### config.mk
export PLATFORM = sky130hd
export DESIGN_NAME = sprite_rle_decoder
export DESIGN_NICKNAME = d
export VERILOG_FILES = /design/src/sprd_pkg.sv /design/src/sprd_step.sv /design/src/sprite_rle_decoder.sv
export SDC_FILE = /design/constraint.sdc
export NUM_CORES = 1
export LEC_CHECK = 0
export ABC_AREA = 0
export BUFFER_PORTS_ARGS = -buffer_cell sky130_fd_sc_hd__buf_2
export CAP_MARGIN = 25
export CORE_ASPECT_RATIO = 1.5
export CORE_UTILIZATION = 50
export CTS_CLUSTER_DIAMETER = 40
export DETAILED_ROUTE_END_ITERATION = 12
export PLACE_DENSITY_LB_ADDON = 0.1
export SYNTH_ARGS = -nofsm -noshare
export SYNTH_HDL_FRONTEND = slang
export SYNTH_SLANG_ARGS = --single-unit
### constraint.sdc
create_clock -name clk -period 7.85 [get_ports clk]
set_input_delay 1.57 -clock clk [delete_from_list [all_inputs] [get_ports clk]]
set_output_delay 1.57 -clock clk [all_outputs]
set_load 0.005 [all_outputs]
### src/sprd_pkg.sv
`timescale 1ns / 1ps
// ----------------------------------------------------------------------------
// sprd_pkg
// Shared types and constants of the sprite run-length decoder.
// ----------------------------------------------------------------------------
package sprd_pkg;

  // Largest frame dimension that can be addressed.
  localparam int unsigned MAX_DIM = 256;

  // Counter widths and saturation limit.
  localparam int unsigned CNT_W   = 9;
  localparam int unsigned RUN_W   = 7;
  localparam int unsigned BYTE_W  = 8;
  localparam int unsigned COORD_W = 8;
  localparam logic [CNT_W-1:0] CNT_MAX = '1;

  // Configuration register indexes (byte address = 4 * index).
  localparam int unsigned CFG_AW = 3;
  localparam logic REG_WIDTH  = 1'b0;
  localparam logic REG_HEIGHT = 1'b1;

  // Reset value of both dimension registers.
  localparam logic [CNT_W-1:0] DIM_RESET = CNT_W'(256);

  // Decoder state carried from item to item.
  typedef struct packed {
    logic [RUN_W-1:0] run_remaining;
    logic [CNT_W-1:0] column;
    logic [CNT_W-1:0] row;
    logic             finished;
  } sprd_state_t;

  // One input item.
  typedef struct packed {
    logic [BYTE_W-1:0] stream_byte;
    logic              first_byte;
    logic              last_byte;
  } sprd_in_t;

  // One result item.
  typedef struct packed {
    logic               write_enable;
    logic [COORD_W-1:0] pixel_x;
    logic [COORD_W-1:0] pixel_y;
    logic [BYTE_W-1:0]  pixel_value;
    logic               frame_done;
  } sprd_out_t;

endpackage

### src/sprd_step.sv
`timescale 1ns / 1ps
// ----------------------------------------------------------------------------
// sprd_step
// Combinational decode of one stream byte: next decoder state and the result.
// ----------------------------------------------------------------------------
module sprd_step (
  input  sprd_pkg::sprd_state_t    state_i,
  input  sprd_pkg::sprd_in_t       item_i,
  input  logic [sprd_pkg::CNT_W-1:0] width_i,
  input  logic [sprd_pkg::CNT_W-1:0] height_i,
  output sprd_pkg::sprd_state_t    state_o,
  output sprd_pkg::sprd_out_t      result_o
);

  sprd_pkg::sprd_state_t cur;
  logic [sprd_pkg::CNT_W:0] col_skip;
  logic [sprd_pkg::CNT_W:0] col_inc;
  logic [sprd_pkg::CNT_W:0] row_inc;
  logic [sprd_pkg::CNT_W-1:0] row_sat;
  logic [sprd_pkg::CNT_W:0] skip_amt;
  logic in_frame;

  // Start of frame clears everything before the byte is looked at
  always_comb begin
    cur = state_i;
    if (item_i.first_byte) begin
      cur = '0;
    end
  end

  // Saturating counter updates
  always_comb begin
    skip_amt = (sprd_pkg::CNT_W+1)'(256) -
               (sprd_pkg::CNT_W+1)'(item_i.stream_byte);
    col_skip = {1'b0, cur.column} + skip_amt;
    col_inc  = {1'b0, cur.column} + (sprd_pkg::CNT_W+1)'(1);
    row_inc  = {1'b0, cur.row} + (sprd_pkg::CNT_W+1)'(1);
    row_sat  = row_inc[sprd_pkg::CNT_W] ? sprd_pkg::CNT_MAX
                                         : row_inc[sprd_pkg::CNT_W-1:0];
    in_frame = (cur.column < width_i) &&
               (32'(cur.column) < 32'(sprd_pkg::MAX_DIM)) &&
               (32'(cur.row) < 32'(sprd_pkg::MAX_DIM));
  end

  // Command / literal decode
  always_comb begin
    state_o  = cur;
    result_o = '0;
    if (!cur.finished) begin
      if (cur.row >= height_i) begin
        state_o.finished = 1'b1;
      end else begin
        if (cur.run_remaining != '0) begin
          // palette byte of an open literal run
          if (in_frame) begin
            result_o.write_enable = 1'b1;
            result_o.pixel_x      = cur.column[sprd_pkg::COORD_W-1:0];
            result_o.pixel_y      = cur.row[sprd_pkg::COORD_W-1:0];
            result_o.pixel_value  = item_i.stream_byte;
          end
          state_o.column = col_inc[sprd_pkg::CNT_W] ? sprd_pkg::CNT_MAX
                                                     : col_inc[sprd_pkg::CNT_W-1:0];
          state_o.run_remaining = cur.run_remaining - sprd_pkg::RUN_W'(1);
        end else if (item_i.stream_byte == '0) begin
          // end of row
          state_o.row    = row_sat;
          state_o.column = '0;
          if (row_sat >= height_i) begin
            state_o.finished = 1'b1;
          end
        end else if (item_i.stream_byte[sprd_pkg::BYTE_W-1]) begin
          // transparent skip
          state_o.column = col_skip[sprd_pkg::CNT_W] ? sprd_pkg::CNT_MAX
                                                      : col_skip[sprd_pkg::CNT_W-1:0];
        end else begin
          // open literal run
          state_o.run_remaining = item_i.stream_byte[sprd_pkg::RUN_W-1:0];
        end
        if (item_i.last_byte) begin
          state_o.finished = 1'b1;
        end
      end
    end
    result_o.frame_done = state_o.finished;
  end

endmodule

### src/sprite_rle_decoder.sv
`timescale 1ns / 1ps
// ----------------------------------------------------------------------------
// sprite_rle_decoder
// Run-length sprite stream decoder, one byte in and one pixel result out.
// ----------------------------------------------------------------------------
// Takes one stream byte per item and returns exactly one result per byte,
// carrying an optional pixel write (in tuser) and a frame-done flag (in tlast).
// The block sustains one item per clock while the output is not stalled: a byte
// passes an input register, one level of decode and counter logic, and an
// output register before its result appears on the output. Throughput is set
// by the row/column/run update loop. The destination frame must be cleared by
// the consumer. Program width and height through the APB port only while no
// item is in flight.
// ----------------------------------------------------------------------------
module sprite_rle_decoder (
  input  logic                         clk,
  input  logic                         rst_n,
  // input stream
  input  logic                         in_tvalid,
  output logic                         in_tready,
  input  logic [7:0]                   in_tdata,   // [7:0] stream_byte
  input  logic [0:0]                   in_tuser,   // [0] first_byte
  input  logic                         in_tlast,   // last_byte
  // result stream
  output logic                         out_tvalid,
  input  logic                         out_tready,
  output logic [23:0]                  out_tdata,  // [7:0] pixel_x, [15:8] pixel_y,
                                                   // [23:16] pixel_value
  output logic [0:0]                   out_tuser,  // [0] write_enable
  output logic                         out_tlast,  // frame_done
  // configuration
  input  logic                         cfg_psel,
  input  logic                         cfg_penable,
  input  logic                         cfg_pwrite,
  input  logic [sprd_pkg::CFG_AW-1:0]  cfg_paddr,
  input  logic [31:0]                  cfg_pwdata,
  output logic [31:0]                  cfg_prdata,
  output logic                         cfg_pready
);

  logic [sprd_pkg::CNT_W-1:0] width_r, width_nxt;
  logic [sprd_pkg::CNT_W-1:0] height_r, height_nxt;
  logic                       cfg_wr;

  sprd_pkg::sprd_state_t state_r, state_nxt;
  sprd_pkg::sprd_in_t    item_r, item_nxt;
  logic                  item_vld_r, item_vld_nxt;
  sprd_pkg::sprd_out_t   res_r, res_nxt;
  logic                  res_vld_r, res_vld_nxt;

  sprd_pkg::sprd_state_t step_state;
  sprd_pkg::sprd_out_t   step_res;
  logic                  out_free;
  logic                  advance;
  logic                  in_acc;

  // Configuration registers
  assign cfg_pready = 1'b1;
  assign cfg_wr     = cfg_psel && cfg_penable && cfg_pwrite && cfg_pready;

  always_comb begin
    width_nxt  = width_r;
    height_nxt = height_r;
    if (cfg_wr) begin
      if (cfg_paddr[2] == sprd_pkg::REG_WIDTH) begin
        width_nxt = cfg_pwdata[sprd_pkg::CNT_W-1:0];
      end else begin
        height_nxt = cfg_pwdata[sprd_pkg::CNT_W-1:0];
      end
    end
  end

  always_comb begin
    if (cfg_paddr[2] == sprd_pkg::REG_HEIGHT) begin
      cfg_prdata = 32'(height_r);
    end else begin
      cfg_prdata = 32'(width_r);
    end
  end

  // Decode of the registered item
  sprd_step u_step (
    .state_i  (state_r),
    .item_i   (item_r),
    .width_i  (width_r),
    .height_i (height_r),
    .state_o  (step_state),
    .result_o (step_res)
  );

  // Pipeline handshake: input register feeds output register
  assign out_free  = !res_vld_r || out_tready;
  assign advance   = item_vld_r && out_free;
  assign in_tready = !item_vld_r || advance;
  assign in_acc    = in_tvalid && in_tready;

  always_comb begin
    item_nxt     = item_r;
    item_vld_nxt = item_vld_r;
    if (in_acc) begin
      item_nxt.stream_byte = in_tdata;
      item_nxt.first_byte  = in_tuser[0];
      item_nxt.last_byte   = in_tlast;
      item_vld_nxt         = 1'b1;
    end else if (advance) begin
      item_vld_nxt = 1'b0;
    end
  end

  always_comb begin
    state_nxt   = state_r;
    res_nxt     = res_r;
    res_vld_nxt = res_vld_r;
    if (advance) begin
      state_nxt   = step_state;
      res_nxt     = step_res;
      res_vld_nxt = 1'b1;
    end else if (out_tready) begin
      res_vld_nxt = 1'b0;
    end
  end

  // Control registers
  always_ff @(posedge clk) begin
    if (!rst_n) begin
      width_r    <= sprd_pkg::DIM_RESET;
      height_r   <= sprd_pkg::DIM_RESET;
      state_r    <= '0;
      item_vld_r <= 1'b0;
      res_vld_r  <= 1'b0;
    end else begin
      width_r    <= width_nxt;
      height_r   <= height_nxt;
      state_r    <= state_nxt;
      item_vld_r <= item_vld_nxt;
      res_vld_r  <= res_vld_nxt;
    end
  end

  // Payload registers
  always_ff @(posedge clk) begin
    item_r <= item_nxt;
    res_r  <= res_nxt;
  end

  // Result ports
  assign out_tvalid = res_vld_r;
  assign out_tdata  = {res_r.pixel_value, res_r.pixel_y, res_r.pixel_x};
  assign out_tuser  = res_r.write_enable;
  assign out_tlast  = res_r.frame_done;

endmodule

# Word-level counts from Yosys, hierarchy flattened
# Index checks and enable logic that the tools add are counted.
dict set report classes {
  addsub 5
  n_lt_le_gt_ge 5
  muxes 22
  n_bitwise 3
  reduce_logical 18
}
# op count
set op_table {}
lappend op_table {{2-to-1 mux 9 bit} 6}
lappend op_table {{2-to-1 mux 26 bit} 2}
lappend op_table {{2-to-1 mux 25 bit} 2}
lappend op_table {{adder 9 x 1 -> 10 bit, second input constant} 2}
lappend op_table {{2-to-1 mux 10 bit} 2}
lappend op_table {{>= comparator 9 bit} 2}
lappend op_table {{< comparator 9 bit, second input constant} 2}
lappend op_table {{2-to-1 mux 16 bit} 1}
lappend op_table {{2-to-1 mux 7 bit} 2}
lappend op_table {{adder 9 x 10 -> 10 bit} 1}
lappend op_table {{subtractor 9 x 8 -> 10 bit, first input constant} 1}
lappend op_table {{< comparator 9 bit} 1}
lappend op_table {{zero test 8 bit} 1}
lappend op_table {{2-to-1 mux 1 bit} 7}
lappend op_table {{nonzero test 7 bit} 1}
lappend op_table {{subtractor 7 x 1 -> 7 bit, second input constant} 1}
lappend op_table {{logical AND 1 bit} 6}
lappend op_table {{AND reduction 2 bit} 2}
lappend op_table {{nonzero test 2 bit} 2}
lappend op_table {{OR reduction 4 bit} 1}
lappend op_table {{inverter 1 bit} 3}
lappend op_table {{OR reduction 3 bit} 1}
lappend op_table {{zero test 1 bit} 2}
lappend op_table {{logical OR 1 bit} 2}
dict set report totals {
  register_bits 82
  wordCells 69
}

# Logic depth before layout (Yosys ltp)
# Gate-level depths: netlist of run 1.
dict set report depth {
  depth_word 10
  ltp_mapped 16
  ltp_nobuf 13
}

# Cells and area by module
# From an unflattened synthesis of run 1, not the netlist that was laid out.
dict set report unflattened {
  cells_unflattened 662
  area_unflattened_um2 5749.3
}
# module n_inst cells_per_inst area_each_um2 seq_area_each_um2
set by_module_without_submodules {}
lappend by_module_without_submodules {sprite_rle_decoder 1 263 3160.5 2001.9}
lappend by_module_without_submodules {sprd_step 1 399 2588.7 0.0}

# Worst setup path after synthesis of run 1
# Ideal clock, no wire load.
dict set report synth_timing {
  path_type {input-to-output}
  from {input cfg_paddr[2] (netlist bit)}
  to {output cfg_prdata[6]}
  t_arrival_ns 2.230
  path_slack_ns 4.050
  stages 4
  path_buffers 2
  cell_sequence {clkbuf_1 -> clkbuf_1 -> nand2_1 -> o21ai_0}
}
dict set report synth_via {
  elab_chain_len 1
}
# element line
set synth_rtl {}
lappend synth_rtl {{start, declared} sprite_rle_decoder.sv:35} ;# input logic [sprd_pkg::CFG_AW-1:0] cfg_paddr,
lappend synth_rtl {{2-to-1 mux 9 bit} sprite_rle_decoder.sv:74} ;# if (cfg_paddr[2] == sprd_pkg::REG_HEIGHT) begin
lappend synth_rtl {{end, declared} sprite_rle_decoder.sv:37} ;# output logic [31:0] cfg_prdata,
# No other way between the ends.

# Worst setup path after layout of run 1
dict set report layout_timing {
  from {input cfg_paddr[2] (netlist bit)}
  to {output cfg_prdata[0]}
}
# The elaborated chain is that of the path after synthesis.

==> flow_summary.yaml, run 1 <==
grt:
  first_global_vias: 4304
  grt_pass1_wl_microns: 21330
  grtUsageTotal_pct: 25.15
  grt_max_degree: 40
  grt_overflow: 0
  antenna_found_initial: 0
pwr:
  vdd_drop_max_v: 0.0001023
  p_leak_nw: 2.511
  finalPower_w: 0.001024
  pwr_density_cell_mw_per_mm2: 171.2
layout:
  nFillCells: 988
  nNetsFinal: 747
  instances_no_fill: 799
  utilization_pct: 56.77
  layout-drive-gt1-share_pct: 15.57
  syn2layout_area_growth_pct: 11.22
  n_antenna_cell: 0
flow_run:
  drv_cap: 0
clock_tree:
  cts_buffer_depth: 2
  cts_tree: "done"
  cts_setup_buffers: 0
  cts_made_buffers: 9
  path_clk_slew_ns: 0.06
  root_buffer: "clkbuf_16"
  cts.sinks: 82
  hold_buffers: 0
  cts_resized: 0
  h-tree-depth: 3
  clk_latency_ns: 0.34
route:
  wl_microns: 13530
  drc: 0
  viasPerCell: 5.718
  wl_per_cell_microns: 16.94
  detail-route-antenna-nets: 0
  dr.pass1.iters: 5
  via_count: 4569
  drt_iter0_drc: 251
die:
  io_pins: 113
  core_region_area_sq_mm: 0.01053
  start_util_pct: 51.05
  rows: 46
  dieArea_sq_mm: 0.01118
  die_w_microns: 86.67
  die_h_microns: 129
timing:
  drv_slew: 0
  timing.fmax_mhz: 255.9
  hold_violations: 0
  setup_viol: 0
  tns_ns: 0
  rsz0062_at_grt: "false"
  finalCritPeriodShare_pct: 49.78
  slew_headroom_pct: 31.69
  tightestPinTransition_ns: 1.025
  finClkSkew_ns: 0.006922
  min_period_ns: 3.908
  fin_hold_ws_ns: 0.4629
critical_path:
  crit_slowest_cell: "mux2_2"
  end_kind: "output pin"
  timing.rr.start: "item_r[1]"
  slowest_delay_ns: 0.37
  critPathLaunchType: "input pin"
  reg2reg_slack_ns: 4.30
  rr_endpoint: "state_r[10]"
  path_common_cell: "buf_2"
  worstSetupPathType: "input pin to output pin"
  critPathMaxFanout: 20
  setup.worst_path.start: "cfg_paddr[2]"
  worstRegToRegCells: 11
  cp.arrival_ns: 2.34
  required_ns: 6.28
  path_cells: "buf_2 > mux2_2 > buf_2"
synth:
  synth_edf_count: 36
  syn_inst: 593
  async_flop_share_pct: 0
  synth-seq-cells: 82
  ys_types: 60
  avgSynthCellArea_sq_um: 9.066
  syn-cell-area_sq_mm: 0.005376
  ys_seq_area_share_pct: 37.24
  ys.flop_type: "dfxtp_1"
  ys_warn_count: 0
hold_path:
  hold_start: "width_r[4]"
  hold_end: "width_r[4]"
  hp-class: "flop to flop"
  min_path_cells: 2
placed_design:
  io_buffers: 63
  post-dp-hpwl_microns: 10290
  gp_congestion: 0.9246
  dp_cells: 782
outcome:
  status: "completed"
-- sequential cells by signal, indices dropped and copies added (netlist names) --
register / cells
height_r: 9
item_r: 10
item_vld_r: 1
out_tdata: 24
out_tlast: 1
out_tuser: 1
out_tvalid: 1
state_r: 26
width_r: 9
-- logic make-up after synthesis --
logic type | Yosys count | share of synthesized area (%)
simple gates | 209 | 20.60
compound gates | 158 | 20.95
flops | 82 | 37.24
buf+inv | 81 | 7.703
fa+ha+maj | 45 | 10.61
xor+xnor | 12 | 1.955
mux | 4 | 0.8145
other cells | 2 | 0.1397
-- stage by stage --
step,instance area [sq um],setup slack (ns)
2_1_floorplan,5459,4.050
4_1_cts,5972,3.943
5_1_grt,5979,3.892
3_5_place_dp,5705,3.943
3_3_place_gp,5705,3.943
6_report,5979,3.942
-- layout make-up --
type / count / area, sq um / share of cell area [%]
timing repair buffer: 67 / 345.3 / 5.775
clock buffer: 11 / 232.7 / 3.892
inverter: 38 / 142.6 / 2.385
tap: 144 / 180.2 / 3.013
clock inverter: 5 / 33.78 / 0.5650
sequential: 82 / 2002 / 33.48
multi-input combinational: 452 / 3043 / 50.89
-- cells in the final DEF (no fill, tap or decap), drive strengths merged, types with 4 or more instances in the layout --
cell type  instances
and2               4
o221ai             8
a21boi            17
nand2             75
nor4               6
conb              24
a31oi             14
clkbuf            11
o211ai             9
buf               67
nand2b            15
dfxtp             46
a211oi             5
o21a               7
nor2b             22
edfxtp            36
nor3              23
nand4              7
a21o               9
ha                44
nor3b             13
a21oi             19
nor2              24
xnor2              8
inv               38
nand3             12
xor2               4
a22o              15
and3               4
o21ai             35
-- worst max path at each step --
| stage | to | slack (ns) | cells past startpoint |
|---|---|---|---|
| after floorplan | cfg_prdata[6] | 4.05 | 4 |
| final | cfg_prdata[0] | 3.94 | 3 |
| after CTS | cfg_prdata[0] | 3.94 | 3 |
| after global placement | cfg_prdata[0] | 3.94 | 3 |
| after global routing | cfg_prdata[0] | 3.89 | 3 |
| after detailed placement | cfg_prdata[0] | 3.94 | 3 |
-- synthesized netlist by cell type (2+ instances only) --
library cell,count,area (sq um)
and3_1,4,25.02
nand3b_1,2,15.01
nor2_1,21,78.83
o221ai_1,8,70.07
nand2b_1,15,93.84
clkbuf_1,13,48.80
ha_1,44,550.5
mux2_2,3,33.78
edfxtp_1,36,1081
a32o_1,3,30.03
nor4_1,5,31.28
o21a_1,7,52.55
nor2b_1,21,131.4
a31o_2,2,17.52
nand4_1,6,37.54
a211o_1,2,17.52
buf_6,2,22.52
o21ai_0,35,175.2
a21o_1,9,67.56
a211oi_1,3,22.52
a21boi_0,17,127.6
o211ai_1,9,67.56
nor2_2,3,18.77
o2bb2ai_1,2,17.52
nor3_1,23,115.1
nor3b_2,5,62.56
a22o_1,15,131.4
nor3b_1,8,60.06
a31oi_1,14,87.58
a21oi_1,18,90.09
xor2_1,4,35.03
o21bai_1,2,15.01
nand3_1,12,60.06
and2_1,4,25.02
buf_2,4,20.02
inv_1,38,142.6
nand2_1,75,281.5
dfxtp_1,46,920.9
conb_1,2,7.510
xnor2_1,8,70.07
buf_4,24,180.2
-- power by group --
group / total, W / switching [W] / internal, W
Combinational: 0.000157 / 0.0000989 / 0.0000578
Sequential: 0.000479 / 0.0000140 / 0.000465
Clock: 0.000388 / 0.000174 / 0.000214
Total: 0.00102 / 0.000287 / 0.000736
-- worst max-delay path, delay by kind of cell --
kind | cells | cell delay, ns
multiplexers | 1 | 0.37
buffers and inverters | 2 | 0.40
-- routing by layer --
| metal | global-route usage (%) | routed length (microns) | vias up | part of all wire (%) |
|---|---|---|---|---|
| li1 | - | - | 2221 | - |
| met1 | 27.43 | 5335 | 2180 | 39 |
| met2 | 46.64 | 7181 | 142 | 53 |
| met3 | 3.143 | 500 | 26 | 3.7 |
| met4 | 13.53 | 517 | 0 | 3.8 |
| met5 | 0 | 0 | - | 0 |
No activity file was read; power rests on OpenSTA's default activity.
==> inputs of run 2 (changes only) <==
- clock period: 7.85 -> 3.27 ns (I/O delays scaled with it)
==> run 2 against run 1 <==
Against the previous run: worst hold slack got worse by 0.0022 ns; count of clock-buffer cells in the layout decreased by 2; setup slack got worse by 3.8 ns; global-route usage increased by 1.3 points; register-to-register slack got worse by 4.2 ns; sequential power increased by 140%; via count increased by 2.4%; largest cell class unchanged.
==> flow_summary.yaml, run 2 (synthesized netlist as in run 1, its figures left out) <==
die:
  rows: 46
  dieArea_sq_mm: 0.01118
  io_pins: 113
  die_w_microns: 86.67
  start_util_pct: 51.05
  core_region_area_sq_mm: 0.01053
  die_h_microns: 129
layout:
  final_common_cell: "nand2_1"
  nFillCells: 973
  regMostFlops: "state_r"
  layout-drive-gt1-share_pct: 20.87
  largest_reg_flops: 26
  nNetsFinal: 782
  instances_no_fill: 834
  final_cell_mix: "nand2_1 (75), buf_2 (63), dfxtp_1 (46), ha_1 (44), buf_4 (38)"
  syn2layout_area_growth_pct: 17.48
  design_area_sq_mm: 0.006316
  regArea_sq_mm: 0.002002
  n_antenna_cell: 0
  multi_input_area_sq_mm: 0.003075
pwr:
  swShare_pct: 27.58
  p_clk_share_pct: 39.5
  finalPower_w: 0.002580
  p_leak_nw: 2.706
  p_switching_w: 0.0007116
  vdd_drop_max_v: 0.0002378
  p_int_w: 0.001868
  power_frac_seq_pct: 44.4
  pwr_density_cell_mw_per_mm2: 408.5
  comb_power_share_pct: 16.1
clock_tree:
  cts_tree: "done"
  h-tree-depth: 3
  hold_buffers: 0
  cts_made_buffers: 9
  cts_buffer_depth: 2
  clk_latency_ns: 0.34
  path_clk_slew_ns: 0.07
  root_buffer: "clkbuf_16"
  cts.sinks: 82
route:
  wl_per_cell_microns: 16.97
  via_count: 4677
  wl_microns: 14150
  drc: 0
  drt_iter0_drc: 250
  viasPerCell: 5.608
  dr.pass1.iters: 5
  detail-route-antenna-nets: 0
critical_path:
  worstSetupPathType: "flop to flop"
  critPathMaxFanout: 19
  critPathLaunchType: "flop"
  cp.arrival_ns: 3.31
  required_ns: 3.43
  end_kind: "flop"
grt:
  grt_max_degree: 37
  antenna_found_initial: 0
  busiest_layer: "met2"
  grt_overflow: 0
  grt_util_met3_pct: 3.464
  first_global_vias: 4544
  grt_pass1_wl_microns: 22360
  use_met1_pct: 29.32
  gr-usage-met2_pct: 48.83
  grtUsageTotal_pct: 26.44
timing:
  setup_viol: 0
  slew_headroom_pct: 46.20
  timing.fmax_mhz: 318.2
  tightestPinTransition_ns: 0.8032
  min_period_ns: 3.143
  finClkSkew_ns: 0.007899
  hold_violations: 0
  finalCritPeriodShare_pct: 96.11
  drv_slew: 0
  rsz0062_at_grt: "false"
flow_run:
  drv_cap: 0
placed_design:
  post-dp-hpwl_microns: 10960
  placedInstanceArea_sq_mm: 0.005973
  io_buffers: 63
  dp_cells: 816
  gp_congestion: 0.9244
hold_path:
  hp-class: "flop to flop"
outcome:
  status: "completed"
## run 2: repair_timing
action,in CTS,in global routing
resized for setup,0,7
pin swaps,0,1
buffers inserted,2,0
endpoints found under the setup margin,1,9
cloned,0,0
## run 2: stage by stage
step | util (%) | worst slack, ns | TNS (ns) | hold WS (ns)
after floorplan | - | 0.1698 | 0 | 0.4435
after global placement | 56.71 | 0.08364 | 0 | 0.4506
after detailed placement | 56.71 | -0.01314 | -0.01314 | 0.4561
after CTS | 59.66 | 0.06622 | 0 | 0.4645
after global routing | 59.97 | 0.01548 | 0 | 0.4748
final | 59.97 | 0.1271 | 0 | 0.4607
## run 2: worst paths after layout
check / from / end / slack [ns] / depth (start not counted)
worst max-delay path: item_r[1] / out_tdata[2] / 0.13 / 11
worst min register to register: width_r[5] / width_r[5] / 0.46 / 2
worst min-delay path: width_r[5] / width_r[5] / 0.46 / 2
worst max register to register: item_r[1] / out_tdata[2] / 0.13 / 11
## run 2: power groups by stage
stage / Combinational [W] / Clock, W / Sequential, W
after floorplan: 0.000289 / 0 / 0.00116
after global placement: 0.000395 / 0 / 0.00117
after detailed placement: 0.000403 / 0 / 0.00117
after CTS: 0.000409 / 0.00103 / 0.00115
after global routing: 0.000457 / 0.00107 / 0.00115
final: 0.000414 / 0.00102 / 0.00115
## run 2: area by class of cell
type / instances / share of cell area, %
timing repair buffer: 102 / 9.826
clock inverter: 7 / 1.109
inverter: 38 / 2.258
multi-input combinational: 452 / 48.69
sequential: 82 / 31.70
clock buffer: 9 / 3.566
tap: 144 / 2.853
## run 2: metal layers
metal  wire length, microns  vias up
li1                       -     2299
met1                   5514     2198
met2                   7530      150
met3                    592       30
met4                    515        0
met5                      0        -
## run 2: worst max-delay path: stages, from the launching register on
cell      delay, ns
edfxtp_1       0.38
buf_4          0.16
buf_12         0.14
nor2b_1        0.21
ha_1           0.28
nor2b_1        0.15
a21oi_1        0.24
o211ai_1       0.31
a211oi_4       0.35
nand4_4        0.28
buf_4          0.27
nor3_1         0.17
==> inputs of run 3 (changes only) <==
- CORE_MARGIN: default -> 2
==> run 3 against run 2 <==
Against the previous run: worst hold slack better by 0.0020 ns; power down 1.6%; critical path depth unchanged; clock power down 5%; first-iteration DRC count up 30%; utilization down 0.26 points; clock skew down 0.0018 ns; design area down 0.44%; largest cell class unchanged; via count down 1.4%; critical path type unchanged.
==> flow_summary.yaml, run 3 (synthesized netlist as in run 1, its figures left out) <==
route:
  detail-route-antenna-nets: 0
  drc: 0
  wl_per_cell_microns: 16.96
  viasPerCell: 5.563
  dr.pass1.iters: 5
  wl_microns: 14060
  drt_iter0_drc: 326
  via_count: 4612
grt:
  use_met1_pct: 27.64
  gr-usage-met2_pct: 46.22
  grtUsageTotal_pct: 25.24
  busiest_layer: "met2"
  grt_overflow: 0
  grt_max_degree: 37
  antenna_found_initial: 0
  grt_pass1_wl_microns: 22090
  first_global_vias: 4518
  grt_util_met3_pct: 3.455
die:
  io_pins: 113
  start_util_pct: 51.05
  core_region_area_sq_mm: 0.01053
  die_h_microns: 131
  dieArea_sq_mm: 0.01162
  die_w_microns: 88.67
  rows: 46
critical_path:
  setup.worst_path.start: "item_r[1]"
  required_ns: 3.51
  timing.rr.start: "item_r[1]"
  worstSetupPathType: "flop to flop"
  critPathMaxFanout: 19
  crit_end: "state_r[17]"
  critPathLaunchType: "flop"
  worstRegToRegCells: 11
  cp.arrival_ns: 3.38
  end_kind: "flop"
  reg2reg_slack_ns: 0.12
  rr_endpoint: "state_r[17]"
clock_tree:
  h-tree-depth: 3
  cts.sinks: 82
  root_buffer: "clkbuf_16"
  cts_tree: "done"
  cts_made_buffers: 9
  path_clk_slew_ns: 0.06
  cts_buffer_depth: 2
  clk_latency_ns: 0.35
  hold_buffers: 0
layout:
  layout-drive-gt1-share_pct: 20.58
  instances_no_fill: 829
  utilization_pct: 59.71
  largest_reg_flops: 26
  nNetsFinal: 777
  n_antenna_cell: 0
  final_cell_mix: "nand2_1 (75), buf_2 (63), dfxtp_1 (46), ha_1 (44), inv_1 (38)"
  syn2layout_area_growth_pct: 16.97
  final_common_cell: "nand2_1"
  regMostFlops: "state_r"
  design_area_sq_mm: 0.006289
timing:
  timing.fmax_mhz: 317.6
  slew_headroom_pct: 55.42
  setup_viol: 0
  finClkSkew_ns: 0.006141
  finalCritPeriodShare_pct: 96.28
  tightestPinTransition_ns: 0.6662
  drv_slew: 0
  min_period_ns: 3.148
  hold_violations: 0
  setup_slack_ns: 0.1218
pwr:
  pwr_density_cell_mw_per_mm2: 403.6
  finalPower_w: 0.002538
  p_leak_nw: 2.689
  vdd_drop_max_v: 0.0003022
placed_design:
  pre_cts_ws_ns: 0.05731
  dp_cells: 812
  placedInstanceArea_sq_mm: 0.005956
  gp_congestion: 0.9296
  io_buffers: 63
  post-dp-hpwl_microns: 11030
outcome:
  status: "completed"
flow_run:
  drv_cap: 0
hold_path:
  hp-class: "flop to flop"
## run 3: per-stage QoR
step,setup TNS (ns),hold slack (ns)
global placement,0,0.4539
detailed placement,0,0.4581
CTS,0,0.4665
floorplan,0,0.4435
finish,0,0.4627
global route,-0.06767,0.4757
## run 3: cell type report
class / count / area, sq um
clock buffers: 11 / 242.7
clock inverters: 5 / 40.04
fillers: 976 / 4244
inverters: 38 / 142.6
multi-input cells: 452 / 3085
flip-flops and latches: 82 / 2002
well taps: 144 / 180.2
repair buffers: 97 / 595.6
## run 3: routing by layer
layer | vias to the layer above | share of wire (%)
met5 | - | 0
met1 | 2167 | 38
met2 | 134 | 54
li1 | 2285 | -
met3 | 26 | 4.0
met4 | 0 | 3.9
## run 3: how the worst min path moves through the flow
stage                            from          to  slack (ns)  depth (start not counted)
final                      width_r[2]  width_r[2]        0.46                          2
after global routing      in_tdata[7]   item_r[9]        0.48                          1
after CTS                  width_r[1]  width_r[1]        0.47                          2
after detailed placement   width_r[1]  width_r[1]        0.46                          2
after global placement     width_r[2]  width_r[2]        0.45                          2
after floorplan            width_r[7]  width_r[7]        0.44                          2
## run 3: timing repair
item	4_1_cts	5_1_grt
buffers inserted	0	1
resized for setup	0	8
endpoints found under the setup margin	0	15
## run 3: critical path, stage by stage, from the launching register on
cell	delay, ns
edfxtp_1	0.53
buf_12	0.23
nor2b_1	0.21
ha_1	0.28
nor2b_1	0.16
a21oi_1	0.23
o211ai_1	0.27
buf_4	0.23
a21oi_2	0.28
a31oi_1	0.15
buf_4	0.22
a22o_1	0.23
## run 3: report_power, final
part	total, W	internal (W)	switching [W]
combinational	0.000418	0.000168	0.000250
sequential	0.00115	0.00112	0.0000322
clock	0.000973	0.000538	0.000435
total	0.00254	0.00182	0.000717
